==> config.mk <==
export PLATFORM = sky130hd
export DESIGN_NAME = json_byte_tokenizer
export DESIGN_NICKNAME = d
export VERILOG_FILES = /design/src/design/jbt_pkg.sv /design/src/design/jbt_lexer.sv /design/src/design/jbt_result_fifo.sv /design/src/design/json_byte_tokenizer.sv
export SDC_FILE = /design/constraint.sdc
export NUM_CORES = 2
export LEC_CHECK = 0
export BUFFER_PORTS_ARGS = -buffer_cell sky130_fd_sc_hd__buf_2
export CORE_AREA = 3 3 565 287
export DETAILED_ROUTE_END_ITERATION = 16
export DIE_AREA = 0 0 568 290
export GPL_ROUTABILITY_DRIVEN = 0
export PLACE_DENSITY = 0.41
export SLEW_MARGIN = 10
export SYNTH_ARGS = -nofsm -noshare
export SYNTH_HDL_FRONTEND = slang
export SYNTH_SLANG_ARGS = --single-unit
export TNS_END_PERCENT = 5
==> constraint.sdc <==
create_clock -name clk -period 4.7 [get_ports clk]
set_input_delay 0.235 -clock clk [delete_from_list [all_inputs] [get_ports clk]]
set_output_delay 0.235 -clock clk [all_outputs]
set_load 0.005 [all_outputs]
==> src/design/jbt_pkg.sv <==
// Shared types, codes and helper functions for the JSON byte tokenizer.
package jbt_pkg;

    // Lexer modes
    localparam logic [3:0] M_LOOKUP  = 4'd0;
    localparam logic [3:0] M_STR     = 4'd1;
    localparam logic [3:0] M_ESC     = 4'd2;
    localparam logic [3:0] M_UESC    = 4'd3;
    localparam logic [3:0] M_INT     = 4'd4;
    localparam logic [3:0] M_FRAC    = 4'd5;
    localparam logic [3:0] M_EXPSIGN = 4'd6;
    localparam logic [3:0] M_EXP     = 4'd7;
    localparam logic [3:0] M_TRUE    = 4'd8;
    localparam logic [3:0] M_FALSE   = 4'd9;
    localparam logic [3:0] M_NULL    = 4'd10;

    // Token kinds
    localparam logic [3:0] K_COLON    = 4'd0;
    localparam logic [3:0] K_COMMA    = 4'd1;
    localparam logic [3:0] K_LBRACE   = 4'd2;
    localparam logic [3:0] K_RBRACE   = 4'd3;
    localparam logic [3:0] K_LBRACKET = 4'd4;
    localparam logic [3:0] K_RBRACKET = 4'd5;
    localparam logic [3:0] K_TRUE     = 4'd6;
    localparam logic [3:0] K_STRBEGIN = 4'd9;
    localparam logic [3:0] K_STRBYTE  = 4'd10;
    localparam logic [3:0] K_STREND   = 4'd11;
    localparam logic [3:0] K_INT      = 4'd12;
    localparam logic [3:0] K_REAL     = 4'd13;
    localparam logic [3:0] K_ERR      = 4'd14;

    // Error codes
    localparam logic [3:0] E_BAD_UTF8    = 4'd1;
    localparam logic [3:0] E_LONG_UTF8   = 4'd2;
    localparam logic [3:0] E_BAD_UESC    = 4'd3;
    localparam logic [3:0] E_BAD_EXP     = 4'd4;
    localparam logic [3:0] E_BAD_LIT     = 4'd5;
    localparam logic [3:0] E_EOF_STR     = 4'd8;
    localparam logic [3:0] E_EOF_EXPSIGN = 4'd9;
    localparam logic [3:0] E_EOF_LIT     = 4'd10;

    // Result queue depth
    localparam int FIFO_DEPTH = 4;

    typedef struct packed {
        logic       req_type;
        logic [7:0] byte_value;
    } in_t;

    typedef struct packed {
        logic [3:0]  token_kind;
        logic [7:0]  string_byte;
        logic [63:0] int_magnitude;
        logic        is_negative;
        logic [63:0] frac_digits;
        logic [9:0]  frac_count;
        logic [15:0] exp_magnitude;
        logic        exp_is_negative;
        logic [3:0]  error_code;
        logic        last_of_run;
    } tok_t;

    // Up to two tokens produced by one input beat
    typedef struct packed {
        logic a_v;
        logic b_v;
        tok_t a;
        tok_t b;
    } push_t;

    function automatic tok_t mk_tok(logic [3:0] kind, logic [7:0] sbyte, logic [3:0] code);
        tok_t t;
        t = '0;
        t.token_kind  = kind;
        t.string_byte = sbyte;
        t.error_code  = code;
        return t;
    endfunction

    function automatic logic [2:0] lit_len(logic [1:0] which);
        return (which == 2'd1) ? 3'd5 : 3'd4;
    endfunction

    function automatic logic [7:0] lit_char(logic [1:0] which, logic [2:0] off);
        logic [7:0] c;
        c = 8'h00;
        case (which)
            2'd0:
            begin
                case (off)
                    3'd0: c = 8'h74; // t
                    3'd1: c = 8'h72; // r
                    3'd2: c = 8'h75; // u
                    3'd3: c = 8'h65; // e
                    default: c = 8'h00;
                endcase
            end
            2'd1:
            begin
                case (off)
                    3'd0: c = 8'h66; // f
                    3'd1: c = 8'h61; // a
                    3'd2: c = 8'h6c; // l
                    3'd3: c = 8'h73; // s
                    3'd4: c = 8'h65; // e
                    default: c = 8'h00;
                endcase
            end
            default:
            begin
                case (off)
                    3'd0: c = 8'h6e; // n
                    3'd1: c = 8'h75; // u
                    3'd2: c = 8'h6c; // l
                    3'd3: c = 8'h6c; // l
                    default: c = 8'h00;
                endcase
            end
        endcase
        return c;
    endfunction

    // {valid, value}
    function automatic logic [4:0] hex_val(logic [7:0] b);
        logic [4:0] r;
        r = 5'd0;
        if (b >= 8'h30 && b <= 8'h39)
            r = {1'b1, b[3:0]};
        else if ((b >= 8'h61 && b <= 8'h66) || (b >= 8'h41 && b <= 8'h46))
            r = {1'b1, b[3:0] + 4'd9};
        return r;
    endfunction

endpackage

==> src/design/jbt_lexer.sv <==
// Lexer state registers and the per-byte next-state and token logic.
module jbt_lexer
(
    input  logic           clk,
    input  logic           rst_n,
    input  logic           fire,
    input  jbt_pkg::in_t   item,
    input  logic           utf8_en,
    output jbt_pkg::push_t push
);

    logic [3:0]  mode_reg, mode_next;
    logic [1:0]  urem_reg, urem_next;
    logic [1:0]  ucon_reg, ucon_next;
    logic [2:0]  loff_reg, loff_next;
    logic        minus_reg, minus_next;
    logic [63:0] iacc_reg, iacc_next;
    logic [63:0] facc_reg, facc_next;
    logic [9:0]  flen_reg, flen_next;
    logic [15:0] eacc_reg, eacc_next;
    logic        eminus_reg, eminus_next;
    logic [15:0] cu_reg, cu_next;
    logic        err_reg, err_next;

    logic [7:0]     bv;
    logic           is_dig;
    logic [3:0]     dv;
    jbt_pkg::tok_t  num_tok;
    jbt_pkg::tok_t  ta, tb, lk;
    logic           ta_v, tb_v, lk_v, do_lk, ok;
    logic [4:0]     hx;
    logic [1:0]     which;
    logic [19:0]    e20;

    assign bv     = item.byte_value;
    assign is_dig = (bv >= 8'h30) && (bv <= 8'h39);
    assign dv     = bv[3:0];
    assign which  = mode_reg[1:0]; // TRUE/FALSE/NULL map to 0/1/2
    assign hx     = jbt_pkg::hex_val(bv);
    assign e20    = ({4'd0, eacc_reg} << 3) + ({4'd0, eacc_reg} << 1) + {16'd0, dv};

    always_comb
    begin
        num_tok = '0;
        num_tok.token_kind    = (mode_reg == jbt_pkg::M_INT) ? jbt_pkg::K_INT : jbt_pkg::K_REAL;
        num_tok.int_magnitude = iacc_reg;
        num_tok.is_negative   = minus_reg;
        if (mode_reg != jbt_pkg::M_INT)
        begin
            num_tok.frac_digits     = facc_reg;
            num_tok.frac_count      = flen_reg;
            num_tok.exp_magnitude   = eacc_reg;
            num_tok.exp_is_negative = eminus_reg;
        end
    end

    always_comb
    begin
        mode_next   = mode_reg;
        urem_next   = urem_reg;
        ucon_next   = ucon_reg;
        loff_next   = loff_reg;
        minus_next  = minus_reg;
        iacc_next   = iacc_reg;
        facc_next   = facc_reg;
        flen_next   = flen_reg;
        eacc_next   = eacc_reg;
        eminus_next = eminus_reg;
        cu_next     = cu_reg;
        err_next    = err_reg;
        ta = '0; tb = '0; lk = '0;
        ta_v = 1'b0; tb_v = 1'b0; lk_v = 1'b0; do_lk = 1'b0; ok = 1'b0;

        if (fire && !err_reg)
        begin
            if (item.req_type)
            begin
                case (mode_reg)
                    jbt_pkg::M_STR, jbt_pkg::M_ESC, jbt_pkg::M_UESC:
                    begin
                        ta_v = 1'b1; ta = jbt_pkg::mk_tok(jbt_pkg::K_ERR, 8'd0, jbt_pkg::E_EOF_STR);
                        err_next = 1'b1;
                    end
                    jbt_pkg::M_INT, jbt_pkg::M_FRAC, jbt_pkg::M_EXP:
                    begin
                        ta_v = 1'b1; ta = num_tok;
                    end
                    jbt_pkg::M_EXPSIGN:
                    begin
                        ta_v = 1'b1;
                        ta = jbt_pkg::mk_tok(jbt_pkg::K_ERR, 8'd0, jbt_pkg::E_EOF_EXPSIGN);
                        err_next = 1'b1;
                    end
                    jbt_pkg::M_TRUE, jbt_pkg::M_FALSE, jbt_pkg::M_NULL:
                    begin
                        ta_v = 1'b1;
                        ta = jbt_pkg::mk_tok(jbt_pkg::K_ERR, 8'd0,
                                             jbt_pkg::E_EOF_LIT + {2'd0, which});
                        err_next = 1'b1;
                    end
                    default: ;
                endcase
                if (!err_next)
                begin
                    minus_next = 1'b0; iacc_next = '0; facc_next = '0; flen_next = '0;
                    eacc_next = '0; eminus_next = 1'b0;
                    mode_next = jbt_pkg::M_LOOKUP;
                end
            end
            else
            begin
                case (mode_reg)
                    jbt_pkg::M_STR:
                    begin
                        if (utf8_en && urem_reg != 2'd0)
                        begin
                            case (ucon_reg)
                                2'd1: ok = bv >= 8'ha0 && bv <= 8'hbf;
                                2'd2: ok = bv >= 8'h90 && bv <= 8'hbf;
                                2'd3: ok = bv >= 8'h80 && bv <= 8'h8f;
                                default: ok = bv[7:6] == 2'b10;
                            endcase
                            ta_v = 1'b1;
                            if (!ok)
                            begin
                                ta = jbt_pkg::mk_tok(jbt_pkg::K_ERR, 8'd0, jbt_pkg::E_BAD_UTF8);
                                err_next = 1'b1;
                            end
                            else
                            begin
                                ucon_next = 2'd0;
                                urem_next = urem_reg - 2'd1;
                                ta = jbt_pkg::mk_tok(jbt_pkg::K_STRBYTE, bv, 4'd0);
                            end
                        end
                        else if (utf8_en && bv[7:3] == 5'b11111)
                        begin
                            ta_v = 1'b1;
                            ta = jbt_pkg::mk_tok(jbt_pkg::K_ERR, 8'd0, jbt_pkg::E_LONG_UTF8);
                            err_next = 1'b1;
                        end
                        else
                        begin
                            if (utf8_en)
                            begin
                                if (bv[7:5] == 3'b110)
                                begin
                                    urem_next = 2'd1; ucon_next = 2'd0;
                                end
                                else if (bv[7:4] == 4'b1110)
                                begin
                                    urem_next = 2'd2;
                                    ucon_next = (bv == 8'he0) ? 2'd1 : 2'd0;
                                end
                                else if (bv[7:3] == 5'b11110)
                                begin
                                    urem_next = 2'd3;
                                    ucon_next = (bv == 8'hf0) ? 2'd2 :
                                                (bv == 8'hf4) ? 2'd3 : 2'd0;
                                end
                            end
                            if (bv == 8'h5c)
                                mode_next = jbt_pkg::M_ESC;
                            else if (bv == 8'h22)
                            begin
                                ta_v = 1'b1; ta = jbt_pkg::mk_tok(jbt_pkg::K_STREND, 8'd0, 4'd0);
                                mode_next = jbt_pkg::M_LOOKUP;
                            end
                            else
                            begin
                                ta_v = 1'b1; ta = jbt_pkg::mk_tok(jbt_pkg::K_STRBYTE, bv, 4'd0);
                            end
                        end
                    end
                    jbt_pkg::M_ESC:
                    begin
                        mode_next = jbt_pkg::M_STR;
                        ta_v = 1'b1;
                        case (bv)
                            8'h22, 8'h5c, 8'h2f: ta = jbt_pkg::mk_tok(jbt_pkg::K_STRBYTE, bv, 4'd0);
                            8'h62: ta = jbt_pkg::mk_tok(jbt_pkg::K_STRBYTE, 8'h08, 4'd0);
                            8'h66: ta = jbt_pkg::mk_tok(jbt_pkg::K_STRBYTE, 8'h0c, 4'd0);
                            8'h6e: ta = jbt_pkg::mk_tok(jbt_pkg::K_STRBYTE, 8'h0a, 4'd0);
                            8'h72: ta = jbt_pkg::mk_tok(jbt_pkg::K_STRBYTE, 8'h0d, 4'd0);
                            8'h74: ta = jbt_pkg::mk_tok(jbt_pkg::K_STRBYTE, 8'h09, 4'd0);
                            8'h75:
                            begin
                                ta_v = 1'b0;
                                mode_next = jbt_pkg::M_UESC; loff_next = 3'd0; cu_next = '0;
                            end
                            default: ta_v = 1'b0; // unknown escape dropped
                        endcase
                    end
                    jbt_pkg::M_UESC:
                    begin
                        if (!hx[4])
                        begin
                            ta_v = 1'b1;
                            ta = jbt_pkg::mk_tok(jbt_pkg::K_ERR, 8'd0, jbt_pkg::E_BAD_UESC);
                            err_next = 1'b1;
                        end
                        else
                        begin
                            cu_next   = {cu_reg[11:0], hx[3:0]};
                            loff_next = loff_reg + 3'd1;
                            if (loff_next >= 3'd4)
                            begin
                                ta_v = 1'b1; tb_v = 1'b1;
                                ta = jbt_pkg::mk_tok(jbt_pkg::K_STRBYTE, cu_next[15:8], 4'd0);
                                tb = jbt_pkg::mk_tok(jbt_pkg::K_STRBYTE, cu_next[7:0], 4'd0);
                                mode_next = jbt_pkg::M_STR;
                            end
                        end
                    end
                    jbt_pkg::M_INT:
                    begin
                        if (is_dig)
                            iacc_next = (iacc_reg << 3) + (iacc_reg << 1) + {60'd0, dv};
                        else if (bv == 8'h2e)
                            mode_next = jbt_pkg::M_FRAC;
                        else if (bv == 8'h65 || bv == 8'h45)
                            mode_next = jbt_pkg::M_EXPSIGN;
                        else
                        begin
                            ta_v = 1'b1; ta = num_tok; do_lk = 1'b1;
                        end
                    end
                    jbt_pkg::M_FRAC:
                    begin
                        if (is_dig)
                        begin
                            facc_next = (facc_reg << 3) + (facc_reg << 1) + {60'd0, dv};
                            if (flen_reg != 10'h3ff)
                                flen_next = flen_reg + 10'd1;
                        end
                        else if (bv == 8'h65 || bv == 8'h45)
                            mode_next = jbt_pkg::M_EXPSIGN;
                        else
                        begin
                            ta_v = 1'b1; ta = num_tok; do_lk = 1'b1;
                        end
                    end
                    jbt_pkg::M_EXPSIGN:
                    begin
                        mode_next = jbt_pkg::M_EXP;
                        if (bv == 8'h2d)
                            eminus_next = 1'b1;
                        else if (is_dig)
                            eacc_next = {12'd0, dv};
                        else if (bv != 8'h2b)
                        begin
                            mode_next = mode_reg;
                            ta_v = 1'b1;
                            ta = jbt_pkg::mk_tok(jbt_pkg::K_ERR, 8'd0, jbt_pkg::E_BAD_EXP);
                            err_next = 1'b1;
                        end
                    end
                    jbt_pkg::M_EXP:
                    begin
                        if (is_dig)
                            eacc_next = (e20[19:16] != 4'd0) ? 16'hffff : e20[15:0];
                        else
                        begin
                            ta_v = 1'b1; ta = num_tok; do_lk = 1'b1;
                        end
                    end
                    jbt_pkg::M_TRUE, jbt_pkg::M_FALSE, jbt_pkg::M_NULL:
                    begin
                        if (loff_reg >= jbt_pkg::lit_len(which) ||
                            bv != jbt_pkg::lit_char(which, loff_reg))
                        begin
                            ta_v = 1'b1;
                            ta = jbt_pkg::mk_tok(jbt_pkg::K_ERR, 8'd0,
                                                 jbt_pkg::E_BAD_LIT + {2'd0, which});
                            err_next = 1'b1;
                        end
                        else
                        begin
                            loff_next = loff_reg + 3'd1;
                            if (loff_next >= jbt_pkg::lit_len(which))
                            begin
                                ta_v = 1'b1;
                                ta = jbt_pkg::mk_tok(jbt_pkg::K_TRUE + {2'd0, which}, 8'd0, 4'd0);
                                mode_next = jbt_pkg::M_LOOKUP;
                            end
                        end
                    end
                    default:
                    begin
                        if (!(bv == 8'h20 || bv == 8'h0a || bv == 8'h0d || bv == 8'h09))
                            do_lk = 1'b1;
                    end
                endcase

                // Token lookup, also run on the byte that ends a number
                if (do_lk)
                begin
                    if (ta_v)
                    begin
                        minus_next = 1'b0; iacc_next = '0; facc_next = '0; flen_next = '0;
                        eacc_next = '0; eminus_next = 1'b0;
                        mode_next = jbt_pkg::M_LOOKUP;
                    end
                    lk_v = 1'b1;
                    case (bv)
                        8'h3a: lk = jbt_pkg::mk_tok(jbt_pkg::K_COLON, 8'd0, 4'd0);
                        8'h2c: lk = jbt_pkg::mk_tok(jbt_pkg::K_COMMA, 8'd0, 4'd0);
                        8'h7b: lk = jbt_pkg::mk_tok(jbt_pkg::K_LBRACE, 8'd0, 4'd0);
                        8'h7d: lk = jbt_pkg::mk_tok(jbt_pkg::K_RBRACE, 8'd0, 4'd0);
                        8'h5b: lk = jbt_pkg::mk_tok(jbt_pkg::K_LBRACKET, 8'd0, 4'd0);
                        8'h5d: lk = jbt_pkg::mk_tok(jbt_pkg::K_RBRACKET, 8'd0, 4'd0);
                        8'h22:
                        begin
                            lk = jbt_pkg::mk_tok(jbt_pkg::K_STRBEGIN, 8'd0, 4'd0);
                            urem_next = 2'd0; ucon_next = 2'd0;
                            mode_next = jbt_pkg::M_STR;
                        end
                        8'h74:
                        begin
                            lk_v = 1'b0; loff_next = 3'd1; mode_next = jbt_pkg::M_TRUE;
                        end
                        8'h66:
                        begin
                            lk_v = 1'b0; loff_next = 3'd1; mode_next = jbt_pkg::M_FALSE;
                        end
                        8'h6e:
                        begin
                            lk_v = 1'b0; loff_next = 3'd1; mode_next = jbt_pkg::M_NULL;
                        end
                        8'h2d:
                        begin
                            lk_v = 1'b0;
                            iacc_next = '0; facc_next = '0; flen_next = '0;
                            eacc_next = '0; eminus_next = 1'b0;
                            minus_next = 1'b1; mode_next = jbt_pkg::M_INT;
                        end
                        default:
                        begin
                            lk_v = 1'b0;
                            if (is_dig)
                            begin
                                minus_next = 1'b0; facc_next = '0; flen_next = '0;
                                eacc_next = '0; eminus_next = 1'b0;
                                iacc_next = {60'd0, dv}; mode_next = jbt_pkg::M_INT;
                            end
                        end
                    endcase
                    if (lk_v)
                    begin
                        if (ta_v)
                        begin
                            tb_v = 1'b1; tb = lk;
                        end
                        else
                        begin
                            ta_v = 1'b1; ta = lk;
                        end
                    end
                end
            end
        end

        if (tb_v)
            tb.last_of_run = 1'b1;
        else if (ta_v)
            ta.last_of_run = 1'b1;
    end

    assign push.a_v = ta_v;
    assign push.b_v = tb_v;
    assign push.a   = ta;
    assign push.b   = tb;

    always_ff @(posedge clk or negedge rst_n)
    begin
        if (!rst_n)
        begin
            mode_reg   <= jbt_pkg::M_LOOKUP;
            urem_reg   <= '0;
            ucon_reg   <= '0;
            loff_reg   <= '0;
            minus_reg  <= 1'b0;
            iacc_reg   <= '0;
            facc_reg   <= '0;
            flen_reg   <= '0;
            eacc_reg   <= '0;
            eminus_reg <= 1'b0;
            cu_reg     <= '0;
            err_reg    <= 1'b0;
        end
        else
        begin
            mode_reg   <= mode_next;
            urem_reg   <= urem_next;
            ucon_reg   <= ucon_next;
            loff_reg   <= loff_next;
            minus_reg  <= minus_next;
            iacc_reg   <= iacc_next;
            facc_reg   <= facc_next;
            flen_reg   <= flen_next;
            eacc_reg   <= eacc_next;
            eminus_reg <= eminus_next;
            cu_reg     <= cu_next;
            err_reg    <= err_next;
        end
    end

endmodule

==> src/design/jbt_result_fifo.sv <==
// Small token queue: takes up to two tokens a cycle, gives one while out_ready is high.
module jbt_result_fifo
(
    input  logic           clk,
    input  logic           rst_n,
    input  jbt_pkg::push_t push,
    output logic           room2,
    output logic [$clog2(jbt_pkg::FIFO_DEPTH):0] level,
    output logic           out_valid,
    input  logic           out_ready,
    output jbt_pkg::tok_t  out_data
);

    localparam int AW = $clog2(jbt_pkg::FIFO_DEPTH);

    jbt_pkg::tok_t mem [jbt_pkg::FIFO_DEPTH];
    logic [AW-1:0] wp_reg, wp_next, rp_reg, rp_next;
    logic [AW:0]   cnt_reg, cnt_next;
    logic          pop;

    assign pop       = out_valid && out_ready;
    assign out_valid = cnt_reg != '0;
    assign out_data  = mem[rp_reg];
    assign room2     = cnt_reg <= (AW+1)'(jbt_pkg::FIFO_DEPTH - 2);
    assign level     = cnt_reg;

    always_comb
    begin
        wp_next  = wp_reg + AW'(push.a_v) + AW'(push.b_v);
        rp_next  = rp_reg + AW'(pop);
        cnt_next = cnt_reg + (AW+1)'(push.a_v) + (AW+1)'(push.b_v) - (AW+1)'(pop);
    end

    always_ff @(posedge clk)
    begin
        if (push.a_v)
            mem[wp_reg] <= push.a;
        if (push.b_v)
            mem[wp_reg + AW'(1)] <= push.b;
    end

    always_ff @(posedge clk or negedge rst_n)
    begin
        if (!rst_n)
        begin
            wp_reg  <= '0;
            rp_reg  <= '0;
            cnt_reg <= '0;
        end
        else
        begin
            wp_reg  <= wp_next;
            rp_reg  <= rp_next;
            cnt_reg <= cnt_next;
        end
    end

endmodule

==> src/design/json_byte_tokenizer.sv <==
// JSON byte tokenizer top level: input register, lexer and token queue.
//
// Input channel (in_valid/in_ready/in_data): one beat per text byte, or an
// end-of-input beat (req_type = 1) that flushes a pending number or reports
// an unfinished string, exponent sign or literal.
// Output channel (out_valid/out_ready/out_data): one token per beat; a byte
// may give zero, one or two tokens, the last marked by last_of_run.
// Config: cfg_we/cfg_wdata writes utf8_check_enable (reset 1); write only
// while idle.
// An accepted byte waits in the input register until the queue has room for
// two tokens; the lexer then processes it and its tokens are registered into
// the token queue, from whose head the first one leaves.
// Throughput: one byte per cycle while the output drains; a byte that ends a
// number and is itself punctuation, or the last digit of a \u escape, yields
// two tokens, so the output port (one token a cycle) sets the sustained rate.
// The 4-entry token queue lets the input keep flowing while a token waits.
// Reset: lexer returns to token lookup, error flag clears, queue empties.
// Receiver stall: queue fills; once fewer than two slots are free the input
// register holds and in_ready drops. After an error token every later beat
// is accepted and dropped until reset.
module json_byte_tokenizer
(
    input  logic          clk,
    input  logic          rst_n,
    input  logic          in_valid,
    output logic          in_ready,
    input  jbt_pkg::in_t  in_data,
    output logic          out_valid,
    input  logic          out_ready,
    output jbt_pkg::tok_t out_data,
    input  logic          cfg_we,
    input  logic          cfg_wdata
);

    localparam int LW = $clog2(jbt_pkg::FIFO_DEPTH) + 1;

    logic           utf8_en_reg;
    logic           iv_reg, iv_next;
    jbt_pkg::in_t   item_reg;
    logic           fire, room2;
    logic [LW-1:0]  level;
    jbt_pkg::push_t push;

    // Held byte is processed once the queue can absorb two tokens
    assign fire     = iv_reg && room2;
    assign in_ready = !iv_reg || fire;
    assign iv_next  = (in_valid && in_ready) ? 1'b1 : (fire ? 1'b0 : iv_reg);

    always_ff @(posedge clk or negedge rst_n)
    begin
        if (!rst_n)
        begin
            iv_reg      <= 1'b0;
            utf8_en_reg <= 1'b1;
        end
        else
        begin
            iv_reg <= iv_next;
            if (cfg_we)
                utf8_en_reg <= cfg_wdata;
        end
    end

    always_ff @(posedge clk)
    begin
        if (in_valid && in_ready)
            item_reg <= in_data;
    end

    jbt_lexer u_lexer
    (
        .clk     (clk),
        .rst_n   (rst_n),
        .fire    (fire),
        .item    (item_reg),
        .utf8_en (utf8_en_reg),
        .push    (push)
    );

    jbt_result_fifo u_fifo
    (
        .clk       (clk),
        .rst_n     (rst_n),
        .push      (push),
        .room2     (room2),
        .level     (level),
        .out_valid (out_valid),
        .out_ready (out_ready),
        .out_data  (out_data)
    );

`ifndef SYNTHESIS
    a_b_needs_a: assert property (@(posedge clk) disable iff (!rst_n)
        push.b_v |-> push.a_v) else $error("second token without first");
    a_push_on_fire: assert property (@(posedge clk) disable iff (!rst_n)
        push.a_v |-> fire) else $error("token without processed byte");
    a_no_overflow: assert property (@(posedge clk) disable iff (!rst_n)
        level <= LW'(jbt_pkg::FIFO_DEPTH)) else $error("token queue overflow");
    a_last_marked: assert property (@(posedge clk) disable iff (!rst_n)
        push.a_v && !push.b_v |-> push.a.last_of_run) else $error("missing last mark");
`endif

endmodule

### Word-level counts from Yosys, hierarchy flattened

Memory sizes are Yosys's and may differ from the RTL's.
Index checks and enable logic that the tools add are counted.

| storage, ports and cells | value |
|---|---|
| output and inout port bits | 175 |
| word-level logic and storage cells | 381 |
| bits of input ports | 15 |
| memories kept | 1 |
| register bits | 198 |
| RAM bits | 692 |

| operators by class | value |
|---|---|
| bitwise gates (word level) | 1 |
| $add $sub $neg | 20 |
| reduce and logical (&&, ||, !) cells | 47 |
| eq/ne operators | 63 |
| muxes and demuxes | 215 |
| magnitude comparators | 15 |

Memory list:

| name | depth | bits a word | read ports | clocked after Yosys merged registers in | wr ports | RTL line | source |
|---|---|---|---|---|---|---|---|
| u_fifo.mem | 4 | 173 | 1 | 0 | 2 | jbt_result_fifo.sv:16 | `jbt_pkg::tok_t mem [jbt_pkg::FIFO_DEPTH];` |

Operators with widths:

| operator | number |
|---|---|
| two-way mux 173 bit | 28 |
| one-hot mux 173 bit (6 select lines) | 2 |
| one-hot mux 173 bit (8 select lines) | 1 |
| two-way mux 64 bit | 13 |
| one-hot mux 173 bit (4 select lines) | 1 |
| one-hot mux 64 bit (2 select lines) | 2 |
| two-way mux 172 bit | 1 |
| two-way mux 170 bit | 1 |
| two-way mux 16 bit | 9 |
| adder 64 x 4 -> 64 bit | 2 |
| adder 64 bit | 2 |
| == test 8 x 7 -> 1 bit (second input constant) | 13 |
| two-way mux 91 bit | 1 |
| two-way mux 10 bit | 8 |
| two-way mux 4 bit | 20 |
| two-way mux 1 bit | 76 |
| one-hot mux 16 bit (2 select lines) | 2 |
| == test 8 x 6 -> 1 bit (second input constant) | 7 |
| two-way mux 2 bit | 23 |
| one-hot mux 7 bit (5 select lines) | 1 |
| one-hot mux 4 bit (7 select lines) | 1 |
| one-hot mux 7 bit (4 select lines) | 1 |
| == test 8 x 4 -> 1 bit (second input constant) | 3 |
| == test 8 bit (second input constant) | 3 |
| other kinds (75) | 140 |

### Depth between registers and ports, before layout

| logic depth | value |
|---|---|
| depth after elaboration | 20 |
| gate-level depth with buffers | 19 |
| gate-level depth less buffers | 16 |

### Cells and area by module

Synthesis repeated with hierarchy kept, for this count alone.

| second synthesis, totals | value |
|---|---|
| cells, all modules | 4410 |
| area, all modules | 54997.7 sq um |

By module, submodules not included:

| module | cells each | times used | sequential area each (sq um) | area an instance (sq um) |
|---|---|---|---|---|
| jbt_result_fifo | 1708 | 1 | 20955.1 | 33582.2 |
| jbt_lexer | 2686 | 1 | 4504.3 | 21043.9 |
| json_byte_tokenizer | 16 | 1 | 321.6 | 371.6 |

### Worst setup path after synthesis

Ideal clock, no wire load.

| path | value |
|---|---|
| path type | register to register |
| from | reg u_lexer.loff_reg[1] |
| to | reg u_fifo.cnt_reg[2] (netlist: u_fifo.level[2]) |
| period minus slack after synthesis | 3.992 ns |
| cell stages (with the launch flop) | 16 |
| data arrival time | 3.869 ns |
| buffers on the path | 1 |
| setup time | 0.123 ns |
| slack | 0.708 ns |
| cells stage by stage | dfrtp_1 inv_1 ha_1 or4_1 a32oi_1 mux2i_1 nor4_1 a21o_1 buf_2 a41oi_2 inv_1 ha_1 inv_1 fa_1 fa_1 xnor2_1 |

| between the ends | value |
|---|---|
| cells in the longest elaborated chain, start to end | 20 |
| elaborated cells on any way between the ends | 40 |
| classes of those cells | add/sub: 4; order compare: 3; eq/ne: 5; mux: 25; reduce/logical: 3 |

RTL lines:

| element | RTL line | source |
|---|---|---|
| start: declaration | jbt_lexer.sv:15 | `logic [2:0] loff_reg, loff_next;` |
| start signal: assignment | jbt_lexer.sv:396 | `loff_reg <= loff_next;` |
| == test 3 x 2 -> 1 bit | jbt_pkg.sv:90, jbt_pkg.sv:100, jbt_pkg.sv:111 |  |
| OR reduction 2 bit (no line) | -- |  |
| one-hot mux 7 bit (3 select lines) | jbt_pkg.sv:111 | `case (off)` |
| one-hot mux 8 bit (2 select lines) | jbt_pkg.sv:87 | `case (which)` |
| two-way mux 8 bit | jbt_lexer.sv:112 | `case (mode_reg)` |
| two-way mux 8 bit | jbt_lexer.sv:76 | `if (item.req_type)` |
| two-way mux 8 bit | jbt_lexer.sv:74 | `if (fire && !err_reg)` |
| inequality test 8 bit | jbt_lexer.sv:270 | `bv != jbt_pkg::lit_char(which, loff_reg))` |
| [5 not listed] | -- |  |
| two-way mux 1 bit (on tied branches) | jbt_lexer.sv:348, jbt_lexer.sv:350 |  |
| two-way mux 1 bit (on tied branches) | jbt_lexer.sv:296, jbt_lexer.sv:348 |  |
| two-way mux 1 bit (on tied branches) | jbt_lexer.sv:76, jbt_lexer.sv:296 |  |
| two-way mux 1 bit (on tied branches) | jbt_lexer.sv:74, jbt_lexer.sv:76 |  |
| adder 3 x 1 -> 3 bit / two-way mux 1 bit (equally long branches) | jbt_result_fifo.sv:31, jbt_lexer.sv:74 |  |
| adder 3 x 1 -> 3 bit (*) | jbt_result_fifo.sv:31 | `cnt_next = cnt_reg + (AW+1)'(push.a_v) + (AW+1)'(push.b_v) - (AW+1)'(pop);` |
| subtractor 3 x 1 -> 3 bit (*) | jbt_result_fifo.sv:31 |  |
| named net u_fifo.cnt_next[2] | jbt_result_fifo.sv:18 | `logic [AW:0] cnt_reg, cnt_next;` |
| end signal: assignment | jbt_result_fifo.sv:54 | `cnt_reg <= cnt_next;` |
| end: declaration | jbt_result_fifo.sv:18 |  |

The timed path passes the listed nets; every way through them passes the cells marked *. The select of a mux whose other input is x is not followed.
A chain may end at the register's enable or synchronous reset.

==> qor.csv <==
stage;metric;value;unit
layout;drive_above_1_share;14.9;%
timing;rsz0062_at_grt;false;
placed_design;port_buffers;189;
clock_tree;htreeDepth;3;
routing;firstDrtPassIters;5;
yosys;synth-seq-area-share;41.1;%
placed_design;placed_area;50700;um2
routing;top_layer_used;met4;
routing;drcViolationCount;0;
layout;fin_nets;5443;
worst_setup_path;worst_ep_required_time;5.30;ns
outcome;status;complete, no violations;
clock_tree;path_clk_slew;0.06;ns
timing;relSlewSlack;32.2;%
die;die_width;568;um
layout;finalNonFillerCells;7291;
routing;met1Wirelength;76000;um
worst_setup_path;max_stage_delay;0.64;ns
layout;register_area;19400;um2
die;start_util;30.0;%
worst_setup_path;crit_slowest_cell;buf_4;
layout;final_area;53800;um2
global_route;grt_pass1_wl;245000;um
power;p_per_area;359;nW/um2
yosys;synthDistinctLibCells;94;
yosys;synth_area;47200;um2
placed_design;dp.cells;7115;
timing;fmax;0.229;GHz
timing;fin_skew;0.0289;ns
worst_setup_path;startpoint_type;flop;
layout;area_delta_synth_final;14.1;%
routing;wire_per_inst;21.5;um
global_route;grt_use_total;18.6;%
global_route;antenna_found_initial;4;
clock_tree;cts_made_buffers;90;
yosys;synth-main-ff-cell;dfxtp_1;
timing;finalHoldViolCount;0;
routing;ant_nets;0;
timing;slew_violations;0;
worst_setup_path;cp_max_fo;70;
clock_tree;cts_tree;built;
yosys;synth_edf_count;61;
routing;post_drt_via_cell_ratio;5.37;
worst_setup_path;cp.arrival;4.97;ns
worst_setup_path;r2r-start;u_lexer.mode_reg[1];
timing;min_period_over_period;93.0;%
routing;dr_wl_met2;72300;um
die;rows;103;
power;p_leak;21.2;nW
yosys;avgSynthCellArea;9.26;um2
routing;wl_met3;5690;um
yosys;async_flop_share;21.2;%
yosys;synth_cells;5093;
clock_tree;clock-root-buffer;clkbuf_16;
die;dieArea;165000;um2
yosys;synth_fp_nets;5416;
worst_setup_path;end_kind;flop;
global_route;grt_pass1_vias;39904;
layout;multi_input_area;25900;um2
placed_design;dp_hpwl;105000;um
worst_setup_path;crit_type;reg2reg;
timing;period_needed;4.37;ns
timing;worst_slew_pin_slew;1.02;ns
layout;largest_reg_flops;692;
yosys;ys_seq_elements;890;
routing;wl;156000;um
timing;holdWs;0.0740;ns
power;power;0.0193;W
worst_hold_path;min_from;out_ready;
worst_setup_path;r2r_cells;14;
yosys;yosys_warnings;0;
timing;fin_tns_setup;0;ns
worst_setup_path;cp_cell_sequence;inv_1 -> ha_1 -> or2_2 -> o21ai_1 -> a21oi_1 -> o21bai_1 -> nor4_1 -> a21o_1 -> a41oi_2 -> buf_4 -> nand2_8 -> buf_4 -> nand2_1 -> o22ai_1;
routing;vias;39158;
global_route;grt.overflow.total;0;
job;cap_violations;0;
worst_hold_path;whs_path_depth;3;
power;ir_drop;0.261;mV
worst_hold_path;hold_class;in2reg;
die;ioPinCount;190;
die;die_h;290;um
clock_tree;clk_latency;0.68;ns
clock_tree;cts_buffer_depth;3;
global_route;grt_max_degree;154;
layout;fill_cells;16066;
timing;setup_viol_count_final;0;
routing;drt_iter0_drc;2911;
worst_setup_path;crit_path_start;u_lexer.mode_reg[1];
clock_tree;cts_sinks;890;
worst_setup_path;worst_path_most_repeated_cell;buf_4;
clock_tree;cts_setup_buffers;0;
die;core-area;157000;um2
==> cells in the mapped netlist (all sizes together), types with 67 or more instances <==
library cell  count  area share (%)
nand2          1140             9.1
o22ai           685              10
dfxtp           640              27
ha              299             7.9
o21ai           269             2.9
clkbuf          234             1.9
a21oi           197             2.1
dfrtp           188              10
mux4            173             8.3
nor2            167             1.4
buf             161             1.8
a21o             85             1.4
inv              73            0.58
xnor2            67             1.2
==> cell usage in the layout (no fill, tap or decap), types with 82 or more instances in the layout <==
master        n
nand2_1    1135
mux4_2      173
buf_2       188
o21ai_0     257
o22ai_2      82
dfxtp_1     640
nor2_1      165
a21o_1       85
o22ai_1     603
a21oi_1     196
clkbuf_16    95
ha_1        298
dfrtp_1     186
buf_4        85
==> cell families after synthesis <==
group                    Yosys count  share of synthesized area (%)
flip-flops                       890                           41.1
AND/OR/NAND/NOR                 1611                           14.4
AO/OA/AOI/OAI                   1503                           21.1
multiplexers                     182                           8.46
buffers and inverters            470                           4.24
XOR/XNOR                         129                           2.40
adder cells (fa/ha/maj)          308                           8.32
==> final timing paths <==
check | to | slack, ns
worst min-delay path | u_fifo.rp_reg[0] | 0.07
worst max register to register | u_fifo.mem[1][78] | 0.33
worst min register to register | u_fifo.mem[1][57] | 0.47
worst max-delay path | u_fifo.mem[1][78] | 0.33
min in group asynchronous | u_lexer.eacc_reg[14] | 0.20
max in group asynchronous | u_lexer.eacc_reg[12] | 3.46
==> power breakdown <==
part	switching [W]	total, W	internal (W)
registers	0.000381	0.00815	0.00777
clock network	0.00326	0.00748	0.00422
logic	0.00227	0.00369	0.00142
total	0.00592	0.0193	0.0134
==> area by class of cell <==
| cell class | instances | share of cell area (%) |
|---|---|---|
| clock buffer | 134 | 5.09 |
| antenna | 1 | 0.00465 |
| inverter | 75 | 0.523 |
| tap | 2100 | 4.88 |
| timing repair buffer | 330 | 4.82 |
| multi-input combinational | 3733 | 48.1 |
| sequential | 890 | 36.0 |
| clock inverter | 28 | 0.521 |
==> through the flow <==
step	setup slack [ns]	util [%]
2_1_floorplan	0.708	-
6_report	0.331	34.2
3_5_place_dp	0.360	32.2
5_1_grt	0.0000302	34.2
3_3_place_gp	0.402	32.2
4_1_cts	0.355	34.2
==> worst max-delay path: cells and delay by family, from the launching register on <==
family	cells	cell delay, ns
buf+inv	3	1.03
compound gates	6	1.16
simple gates	4	1.05
flops	1	0.52
fa+ha+maj	1	0.40
==> layer usage <==
layer,vias to the layer above,track usage [%]
met1,19324,26.6
li1,18805,-
met4,0,3.52
met3,173,2.28
met5,-,0
met2,856,30.2
==> timing repair <==
item                                    CTS  global route
endpoints found under the setup margin    0           213
hold endpoints to repair                 72             0
hold buffers                             13             0
resized for setup                         0             3
Note: power is estimated with default switching activity, not from simulation.
